--- src/rtl/adl32_pkg.sv ---
// Shared types, constants and modulo helpers for the Adler-32 checksum unit.
package adl32_pkg;

    // Item layout
    localparam int BYTES_PER_ITEM = 4;
    localparam int BYTE_W         = 8;
    localparam int COUNT_W        = 3;
    localparam int HALF_W         = 16;
    localparam int CSUM_W         = 2 * HALF_W;
    localparam int TDATA_BITS     = BYTE_W * BYTES_PER_ITEM + COUNT_W;
    localparam int TDATA_W        = ((TDATA_BITS + 7) / 8) * 8;

    // Adler modulus and derived accumulator widths
    localparam logic [HALF_W-1:0] ADLER_MOD = 16'd65521;
    localparam int MOD_MAX  = 65520;
    localparam int BYTE_MAX = 255;
    localparam int PROD_W   = BYTE_W + COUNT_W;
    localparam int BSUM_W   = $clog2(BYTE_MAX * BYTES_PER_ITEM + 1);
    localparam int WSUM_W   = $clog2(BYTE_MAX * BYTES_PER_ITEM * (BYTES_PER_ITEM + 1) / 2 + 1);
    localparam int HACC_W   = $clog2(MOD_MAX * (BYTES_PER_ITEM + 1)
                                     + BYTE_MAX * BYTES_PER_ITEM * (BYTES_PER_ITEM + 1) / 2 + 1);
    localparam int FOLD_HI_W = HACC_W - HALF_W;

    // Register map: word index taken from paddr[2]
    localparam int ADDR_W = 3;
    localparam logic REG_SEED = 1'b0;
    localparam logic [CSUM_W-1:0] SEED_RESET = 32'd1;

    // One lane's contribution
    typedef struct packed {
        logic [BYTE_W-1:0] data_byte;
        logic [PROD_W-1:0] weighted;
    } lane_t;

    // Merged item waiting for the sum update
    typedef struct packed {
        logic               last;
        logic [COUNT_W-1:0] count;
        logic [BSUM_W-1:0]  byte_sum;
        logic [WSUM_W-1:0]  weight_sum;
    } stage_t;

    // One conditional subtract of the modulus (value below twice the modulus)
    function automatic logic [HALF_W-1:0] reduce_half(input logic [HALF_W:0] val);
        logic [HALF_W:0] diff;
        diff = val - {1'b0, ADLER_MOD};
        return (val >= {1'b0, ADLER_MOD}) ? diff[HALF_W-1:0] : val[HALF_W-1:0];
    endfunction

    // Fold the wide high-sum accumulator: 2^16 is 15 modulo 65521
    function automatic logic [HALF_W-1:0] fold_mod(input logic [HACC_W-1:0] val);
        logic [HALF_W:0] hi_ext;
        logic [HALF_W:0] folded;
        hi_ext = (HALF_W + 1)'(val[HACC_W-1:HALF_W]);
        folded = {1'b0, val[HALF_W-1:0]} + (hi_ext << 4) - hi_ext;
        return reduce_half(folded);
    endfunction

endpackage

--- src/rtl/adl32_lane.sv ---
// One byte lane: masks the byte by the item's count and weights it for the high sum.
module adl32_lane (
    input  logic [adl32_pkg::BYTE_W-1:0]  data_byte,
    input  logic [adl32_pkg::COUNT_W-1:0] lane_idx,
    input  logic [adl32_pkg::COUNT_W-1:0] count,
    output adl32_pkg::lane_t              lane
);

    logic                              active;
    logic [adl32_pkg::COUNT_W-1:0]     weight;
    logic [adl32_pkg::PROD_W-1:0]      product;

    // Byte i enters the high sum once per byte from i to the end of the item
    assign active  = (lane_idx < count);
    assign weight  = count - lane_idx;
    assign product = adl32_pkg::PROD_W'(data_byte) * adl32_pkg::PROD_W'(weight);

    assign lane.data_byte = active ? data_byte : '0;
    assign lane.weighted  = active ? product : '0;

endmodule

--- src/rtl/adl32_merge.sv ---
// Merge stage: adds the lane results and holds the item for the sum update.
module adl32_merge (
    input  logic                                            clk,
    input  logic                                            rst_n,
    input  logic                                            in_valid,
    output logic                                            in_ready,
    input  logic                                            in_last,
    input  logic [adl32_pkg::COUNT_W-1:0]                   in_count,
    input  adl32_pkg::lane_t [adl32_pkg::BYTES_PER_ITEM-1:0] lanes,
    input  logic                                            take,
    output logic                                            stage_valid,
    output adl32_pkg::stage_t                               stage
);

    logic              valid_reg;
    logic              valid_next;
    adl32_pkg::stage_t stage_reg;
    adl32_pkg::stage_t stage_next;
    logic              load;

    // Stage frees up when empty or when its item moves on this cycle
    assign in_ready = !valid_reg || take;
    assign load     = in_valid && in_ready;

    // Lane sums
    always_comb
    begin
        stage_next.last       = in_last;
        stage_next.count      = in_count;
        stage_next.byte_sum   = '0;
        stage_next.weight_sum = '0;
        for (int i = 0; i < adl32_pkg::BYTES_PER_ITEM; i++)
        begin
            stage_next.byte_sum   = stage_next.byte_sum
                                    + adl32_pkg::BSUM_W'(lanes[i].data_byte);
            stage_next.weight_sum = stage_next.weight_sum
                                    + adl32_pkg::WSUM_W'(lanes[i].weighted);
        end
    end

    assign valid_next = load ? 1'b1 : (take ? 1'b0 : valid_reg);

    // Stage valid
    always_ff @(posedge clk or negedge rst_n)
    begin
        if (!rst_n)
        begin
            valid_reg <= 1'b0;
        end
        else
        begin
            valid_reg <= valid_next;
        end
    end

    // Stage payload
    always_ff @(posedge clk)
    begin
        if (load)
        begin
            stage_reg <= stage_next;
        end
    end

    assign stage_valid = valid_reg;
    assign stage       = stage_reg;

endmodule

--- src/rtl/adl32_accum.sv ---
// Running low and high sums, seed reload and the output register.
module adl32_accum (
    input  logic                                clk,
    input  logic                                rst_n,
    input  logic                                stage_valid,
    input  adl32_pkg::stage_t                   stage,
    output logic                                take,
    input  logic                                seed_wr,
    input  logic [adl32_pkg::CSUM_W-1:0]        seed_wdata,
    input  logic [adl32_pkg::CSUM_W-1:0]        seed_value,
    output logic                                out_valid,
    input  logic                                out_ready,
    output logic [adl32_pkg::CSUM_W-1:0]        out_data
);

    localparam int HW = adl32_pkg::HALF_W;

    logic [HW-1:0]                    sum_low_reg;
    logic [HW-1:0]                    sum_low_next;
    logic [HW-1:0]                    sum_high_reg;
    logic [HW-1:0]                    sum_high_next;
    logic [HW-1:0]                    low_upd;
    logic [HW-1:0]                    high_upd;
    logic [HW:0]                      low_acc;
    logic [adl32_pkg::HACC_W-1:0]     high_acc;
    logic [adl32_pkg::CSUM_W-1:0]     seed_src;
    logic                             out_valid_reg;
    logic                             out_valid_next;
    logic [adl32_pkg::CSUM_W-1:0]     out_data_reg;
    logic                             emit;

    // A last item waits only while the output register is still full
    assign take = stage_valid && !(stage.last && out_valid_reg && !out_ready);
    assign emit = take && stage.last;

    // Sum update for up to four bytes at once
    assign low_acc  = {1'b0, sum_low_reg} + (HW + 1)'(stage.byte_sum);
    assign high_acc = adl32_pkg::HACC_W'(sum_high_reg)
                      + adl32_pkg::HACC_W'(sum_low_reg) * adl32_pkg::HACC_W'(stage.count)
                      + adl32_pkg::HACC_W'(stage.weight_sum);
    assign low_upd  = adl32_pkg::reduce_half(low_acc);
    assign high_upd = adl32_pkg::fold_mod(high_acc);

    // Reload source: a fresh write wins over the stored seed
    assign seed_src = seed_wr ? seed_wdata : seed_value;

    always_comb
    begin
        priority if (seed_wr || emit)
        begin
            sum_low_next  = adl32_pkg::reduce_half({1'b0, seed_src[HW-1:0]});
            sum_high_next = adl32_pkg::reduce_half({1'b0, seed_src[2*HW-1:HW]});
        end
        else if (take)
        begin
            sum_low_next  = low_upd;
            sum_high_next = high_upd;
        end
        else
        begin
            sum_low_next  = sum_low_reg;
            sum_high_next = sum_high_reg;
        end
    end

    assign out_valid_next = emit ? 1'b1 : (out_ready ? 1'b0 : out_valid_reg);

    // Sums and result valid
    always_ff @(posedge clk or negedge rst_n)
    begin
        if (!rst_n)
        begin
            sum_low_reg   <= adl32_pkg::SEED_RESET[HW-1:0];
            sum_high_reg  <= adl32_pkg::SEED_RESET[2*HW-1:HW];
            out_valid_reg <= 1'b0;
        end
        else
        begin
            sum_low_reg   <= sum_low_next;
            sum_high_reg  <= sum_high_next;
            out_valid_reg <= out_valid_next;
        end
    end

    // Result payload
    always_ff @(posedge clk)
    begin
        if (emit)
        begin
            out_data_reg <= {high_upd, low_upd};
        end
    end

    assign out_valid = out_valid_reg;
    assign out_data  = out_data_reg;

endmodule

--- src/rtl/adler32_checksum_unit.sv ---
// Top level of the Adler-32 checksum unit.
//
// Input stream (s_*): one item per handshake carries up to four message bytes,
// byte_0 first, plus a byte count; s_tlast marks the final item of a message.
// Output stream (m_*): one 32-bit checksum {high sum, low sum} per message.
// APB port: register 0 (byte address 0) is the seed; writing it reloads both
// sums, each half reduced modulo 65521. Write only while the unit is idle.
// Throughput: one item per clock, any count from 0 to 4 bytes, while no last
// item waits on a stalled checksum. The four byte lanes and the merge adder
// work in the first stage; the sum update (multiply by count, fold, one
// subtract) sets the clock budget and feeds the registered m_tdata output.
// Reset: seed becomes 1, sums 1 and 0, both stages empty, no result pending.
// Stall: while a checksum waits on m_tready, non-last items keep flowing; a
// further last item parks in the merge stage and s_tready drops only then.
module adler32_checksum_unit (
    input  logic                                clk,
    input  logic                                rst_n,
    // byte_0 [7:0], byte_1 [15:8], byte_2 [23:16], byte_3 [31:24],
    // valid_count [34:32], zero pad [39:35]
    input  logic [adl32_pkg::TDATA_W-1:0]       s_tdata,
    input  logic                                s_tlast,
    input  logic                                s_tvalid,
    output logic                                s_tready,
    // checksum [31:0]
    output logic [adl32_pkg::CSUM_W-1:0]        m_tdata,
    output logic                                m_tvalid,
    input  logic                                m_tready,
    input  logic                                psel,
    input  logic                                penable,
    input  logic                                pwrite,
    input  logic [adl32_pkg::ADDR_W-1:0]        paddr,
    input  logic [adl32_pkg::CSUM_W-1:0]        pwdata,
    output logic [adl32_pkg::CSUM_W-1:0]        prdata,
    output logic                                pready
);

    localparam int NB   = adl32_pkg::BYTES_PER_ITEM;
    localparam int BW   = adl32_pkg::BYTE_W;
    localparam int CW   = adl32_pkg::COUNT_W;

    logic [CW-1:0]                  raw_count;
    logic [CW-1:0]                  count_sat;
    adl32_pkg::lane_t [NB-1:0]      lanes;
    logic                           stage_valid;
    adl32_pkg::stage_t              stage;
    logic                           take;
    logic                           seed_wr;
    logic [adl32_pkg::CSUM_W-1:0]   seed_reg;

    // Count above the lane count saturates
    assign raw_count = s_tdata[NB*BW +: CW];
    assign count_sat = (raw_count > CW'(NB)) ? CW'(NB) : raw_count;

    // Byte lanes
    for (genvar i = 0; i < NB; i++)
    begin : g_lane
        adl32_lane u_lane (
            .data_byte (s_tdata[i*BW +: BW]),
            .lane_idx  (CW'(i)),
            .count     (count_sat),
            .lane      (lanes[i])
        );
    end

    adl32_merge u_merge (
        .clk         (clk),
        .rst_n       (rst_n),
        .in_valid    (s_tvalid),
        .in_ready    (s_tready),
        .in_last     (s_tlast),
        .in_count    (count_sat),
        .lanes       (lanes),
        .take        (take),
        .stage_valid (stage_valid),
        .stage       (stage)
    );

    adl32_accum u_accum (
        .clk         (clk),
        .rst_n       (rst_n),
        .stage_valid (stage_valid),
        .stage       (stage),
        .take        (take),
        .seed_wr     (seed_wr),
        .seed_wdata  (pwdata),
        .seed_value  (seed_reg),
        .out_valid   (m_tvalid),
        .out_ready   (m_tready),
        .out_data    (m_tdata)
    );

    // APB register access
    assign pready  = 1'b1;
    assign seed_wr = psel && penable && pwrite && pready && (paddr[2] == adl32_pkg::REG_SEED);
    assign prdata  = (paddr[2] == adl32_pkg::REG_SEED) ? seed_reg : '0;

    always_ff @(posedge clk or negedge rst_n)
    begin
        if (!rst_n)
        begin
            seed_reg <= adl32_pkg::SEED_RESET;
        end
        else if (seed_wr)
        begin
            seed_reg <= pwdata;
        end
    end

endmodule

--- config.mk ---
export PLATFORM = sky130hd
export DESIGN_NAME = adler32_checksum_unit
export DESIGN_NICKNAME = d
export VERILOG_FILES = /design/src/rtl/adl32_pkg.sv /design/src/rtl/adl32_lane.sv /design/src/rtl/adl32_merge.sv /design/src/rtl/adl32_accum.sv /design/src/rtl/adler32_checksum_unit.sv
export SDC_FILE = /design/constraint.sdc
export NUM_CORES = 1
export LEC_CHECK = 0
export BUFFER_PORTS_ARGS = -buffer_cell sky130_fd_sc_hd__buf_2
export CAP_MARGIN = 20
export CORE_MARGIN = 2
export CORE_UTILIZATION = 58
export CTS_BUF_LIST = sky130_fd_sc_hd__clkbuf_8
export DETAILED_ROUTE_END_ITERATION = 7
export PLACE_DENSITY_LB_ADDON = 0.1
export SYNTH_ARGS = -nofsm -noshare
export SYNTH_HDL_FRONTEND = slang
export SYNTH_SLANG_ARGS = --single-unit
--- constraint.sdc ---
create_clock -name clk -period 8.9 [get_ports clk]
set_clock_uncertainty 0.05 [all_clocks]
set_input_delay 0 -clock clk [delete_from_list [all_inputs] [get_ports clk]]
set_output_delay 0 -clock clk [all_outputs]
set_load 0.05 [all_outputs]
==> results.cfg <==
[drt]
viasPerCell = 5.68
wirelength_mm = 36.0
wire_per_inst_um = 17.0
firstDrtPassIters = 5
dr.first_iter.drc_count = 730
drc = 0
antenna_left = 0
vias = 12000

[min_path]
worstHoldStart = s_tdata[24]
hold_depth = 3
holdPathEnd = u_merge.stage[0]
min_path_type = input port to flop

[synthesis]
synth-xor-area-share = 0.0682
syn_area_um2 = 14400
ys_seq_area_frac = 0.236
post_synth_mux_area_share = 0.0209
synth-compound-area-share = 0.157
synthArstFlopShare = 0.532
syn_inst = 1629
synth.area.top_cells = fa_1 14%, edfxtp_1 12%, ha_1 11%
synth_flop_cell = dfrtp_1
synthAdderAreaFrac = 0.258
synth_edf_count = 58
syn_nets = 1946
synth-seq-cells = 124
syn_avg_cell_area_um2 = 8.82
synth_top_family_by_area = adder cells
yosys.area_share.simple = 0.186
synth_top_area_share = 0.144
yosysWarnings = 0
yosysTopAreaCell = fa_1
synth_cell_types = 87

[layout]
fin_nets = 2096
drive_above_1_share = 0.124
n_antenna_cell = 0
area_growth_pct = 12.4
utilization = 0.664

[critical_path]
ff2ff_setup_slack_ns = 0.69
path_max_fanout = 16
timing.rr.end = u_accum.sum_high_reg[1]
crit_type = flop to flop
reg2reg_from = u_merge.stage[24]
reg2reg_depth = 26
arrival_ns = 8.49
end_kind = flop
start_kind = flop
required_ns = 9.18

[global_routing]
overflow = 0
grt_max_degree = 67
first_global_vias = 12100
antenna_found_initial = 0
grt_pass1_wl_mm = 59.8
track_usage = 0.286

[clock_tree]
h-tree-depth = 4
cts-root-buf = clkbuf_8
cts_buffer_depth = 2
clock-sinks = 124
cts_resized = 0
cts_tree = built
cts_buffers = 17
clk_pin_slew_ns = 0.08
insertion_delay_ns = 0.45

[timing]
worstMarginPinSlew_ns = 1.13
timing.fmax_mhz = 122
setup_viol = 0
min_period_ns = 8.21
fin_crit_sh = 0.923
max_slew_margin = 0.228
slew_violations = 0
setup_tns_ns = 0
hold_violations = 0
rsz0062_at_grt = no

[place]
routabilityCongestion = 0.888
hpwl_mm = 28.9
port_buffers = 141

[die]
die_w_um = 161
die_y_um = 161
std_cell_rows = 57
io_pins = 150
die_area_um2 = 26000
core_um2 = 24300
start_util = 0.591

[job]
cap_viol_max_count = 0

[status]
run_status = finished clean
==> how the worst max path moves through the flow <==
stage                 startpoint                        to  slack [ns]
4_1_cts        u_merge.stage[24]   u_accum.sum_high_reg[1]        0.69
3_3_place_gp   u_merge.stage[24]  u_accum.sum_high_reg[11]        0.84
6_report       u_merge.stage[24]   u_accum.sum_high_reg[1]        0.69
3_5_place_dp   u_merge.stage[24]   u_accum.sum_high_reg[1]        0.71
5_1_grt        u_merge.stage[24]  u_accum.sum_high_reg[11]        0.17
2_1_floorplan  u_merge.stage[24]   u_accum.sum_high_reg[1]        1.36
==> critical path, cell delays in order, from the launching register on <==
cell       delay [ns]
edfxtp_1         0.58
and2_1           0.24
fa_1             0.52
fa_1             0.52
inv_1            0.05
fa_1             0.49
inv_1            0.04
ha_1             0.40
a211o_1          0.33
a2111oi_0        0.40
nor3_1           0.12
a41o_1           0.31
a21oi_1          0.17
nor2b_1          0.06
nor2_1           0.11
xnor2_1          0.25
xnor2_1          0.20
fa_1             0.50
a211o_1          0.35
nand3_1          0.09
nor4b_1          0.58
nand4_2          0.28
nor4_2           0.33
o2111a_2         0.34
nor2_2           0.11
mux2_4           0.34
a221o_1          0.32
==> Yosys cell counts, types with 7 or more instances <==
library cell / n
a2111oi_0: 7
a211oi_1: 10
a21o_1: 26
a21oi_1: 76
a221o_1: 9
and2_1: 86
and3_1: 10
clkbuf_1: 46
dfrtp_1: 64
edfxtp_1: 58
fa_1: 103
ha_1: 131
inv_1: 219
mux2i_1: 24
nand2_1: 203
nand2b_1: 16
nand3_1: 32
nor2_1: 72
nor2b_1: 48
nor3_1: 22
o211ai_1: 13
o21a_1: 20
o21ai_0: 54
o21bai_1: 24
or2_2: 8
or3_1: 10
xnor2_1: 73
xor2_1: 37
==> per-layer routing <==
metal  vias up  share of wire  wire length (um)  global-route usage
met5         -              0                 0                   0
met4         0          0.029              1050              0.0946
met3        66          0.050              1800              0.0375
met2       379           0.51             18300               0.520
met1      5791           0.41             14900               0.351
li1       5782              -                 -                   -
==> repair_timing <==
action	4_1_cts	5_1_grt
setup buffers	0	0
hold endpoints to repair	112	0
hold buffers	37	0
endpoints found under the setup margin	0	0
==> layout make-up <==
class,instances,area (um^2)
tap,324,405
multi-input combinational,1229,9930
clock buffer,18,248
sequential,124,3400
timing repair buffer,186,1140
fill,2063,8180
inverter,221,830
clock inverter,14,204
==> cell usage in the layout, fill, tap and decap left out, drive strengths merged, types with 8 or more instances in the layout <==
cell / synthesis / routed
buf: 9 / 149
xnor2: 74 / 74
nand3: 32 / 32
o21a: 21 / 21
or2: 8 / 8
a221o: 9 / 9
xor2: 37 / 37
nor3: 22 / 22
mux2i: 24 / 24
nor2b: 48 / 48
and2: 86 / 86
nand2b: 16 / 16
edfxtp: 58 / 58
a211oi: 12 / 12
dfrtp: 64 / 64
ha: 131 / 131
nand2: 203 / 203
dlygate4sd3: 0 / 37
or3: 10 / 10
a21oi: 76 / 76
clkbuf: 46 / 18
o211ai: 13 / 13
fa: 103 / 103
a2111oi: 12 / 12
inv: 219 / 227
and3: 11 / 11
nor2: 73 / 73
a21o: 26 / 26
o21bai: 24 / 24
o21ai: 57 / 57
==> metrics by stage <==
step	std cells	cell area, um^2	hold slack [ns]	setup WS [ns]
6_report	2116	16100	0.0806	0.687
5_1_grt	2116	16100	0.107	0.170
4_1_cts	2116	16100	0.0781	0.691
3_5_place_dp	2047	15300	0.148	0.713
3_3_place_gp	2047	15300	0.145	0.840
2_1_floorplan	1629	14400	-0.346	1.36
==> cell families (layout without fill, tap and decap cells) <==
family | count (synthesis) | after routing
simple gates | 537 | 537
compound gates | 317 | 317
buf+inv | 276 | 439
fa+ha+maj | 234 | 234
flops | 124 | 124
xor+xnor | 111 | 111
mux | 29 | 29
other cells | 1 | 1
Power is left out: the tool's default activity adds up to more than one toggle a clock period on the data nets, which glitch-free logic cannot reach.
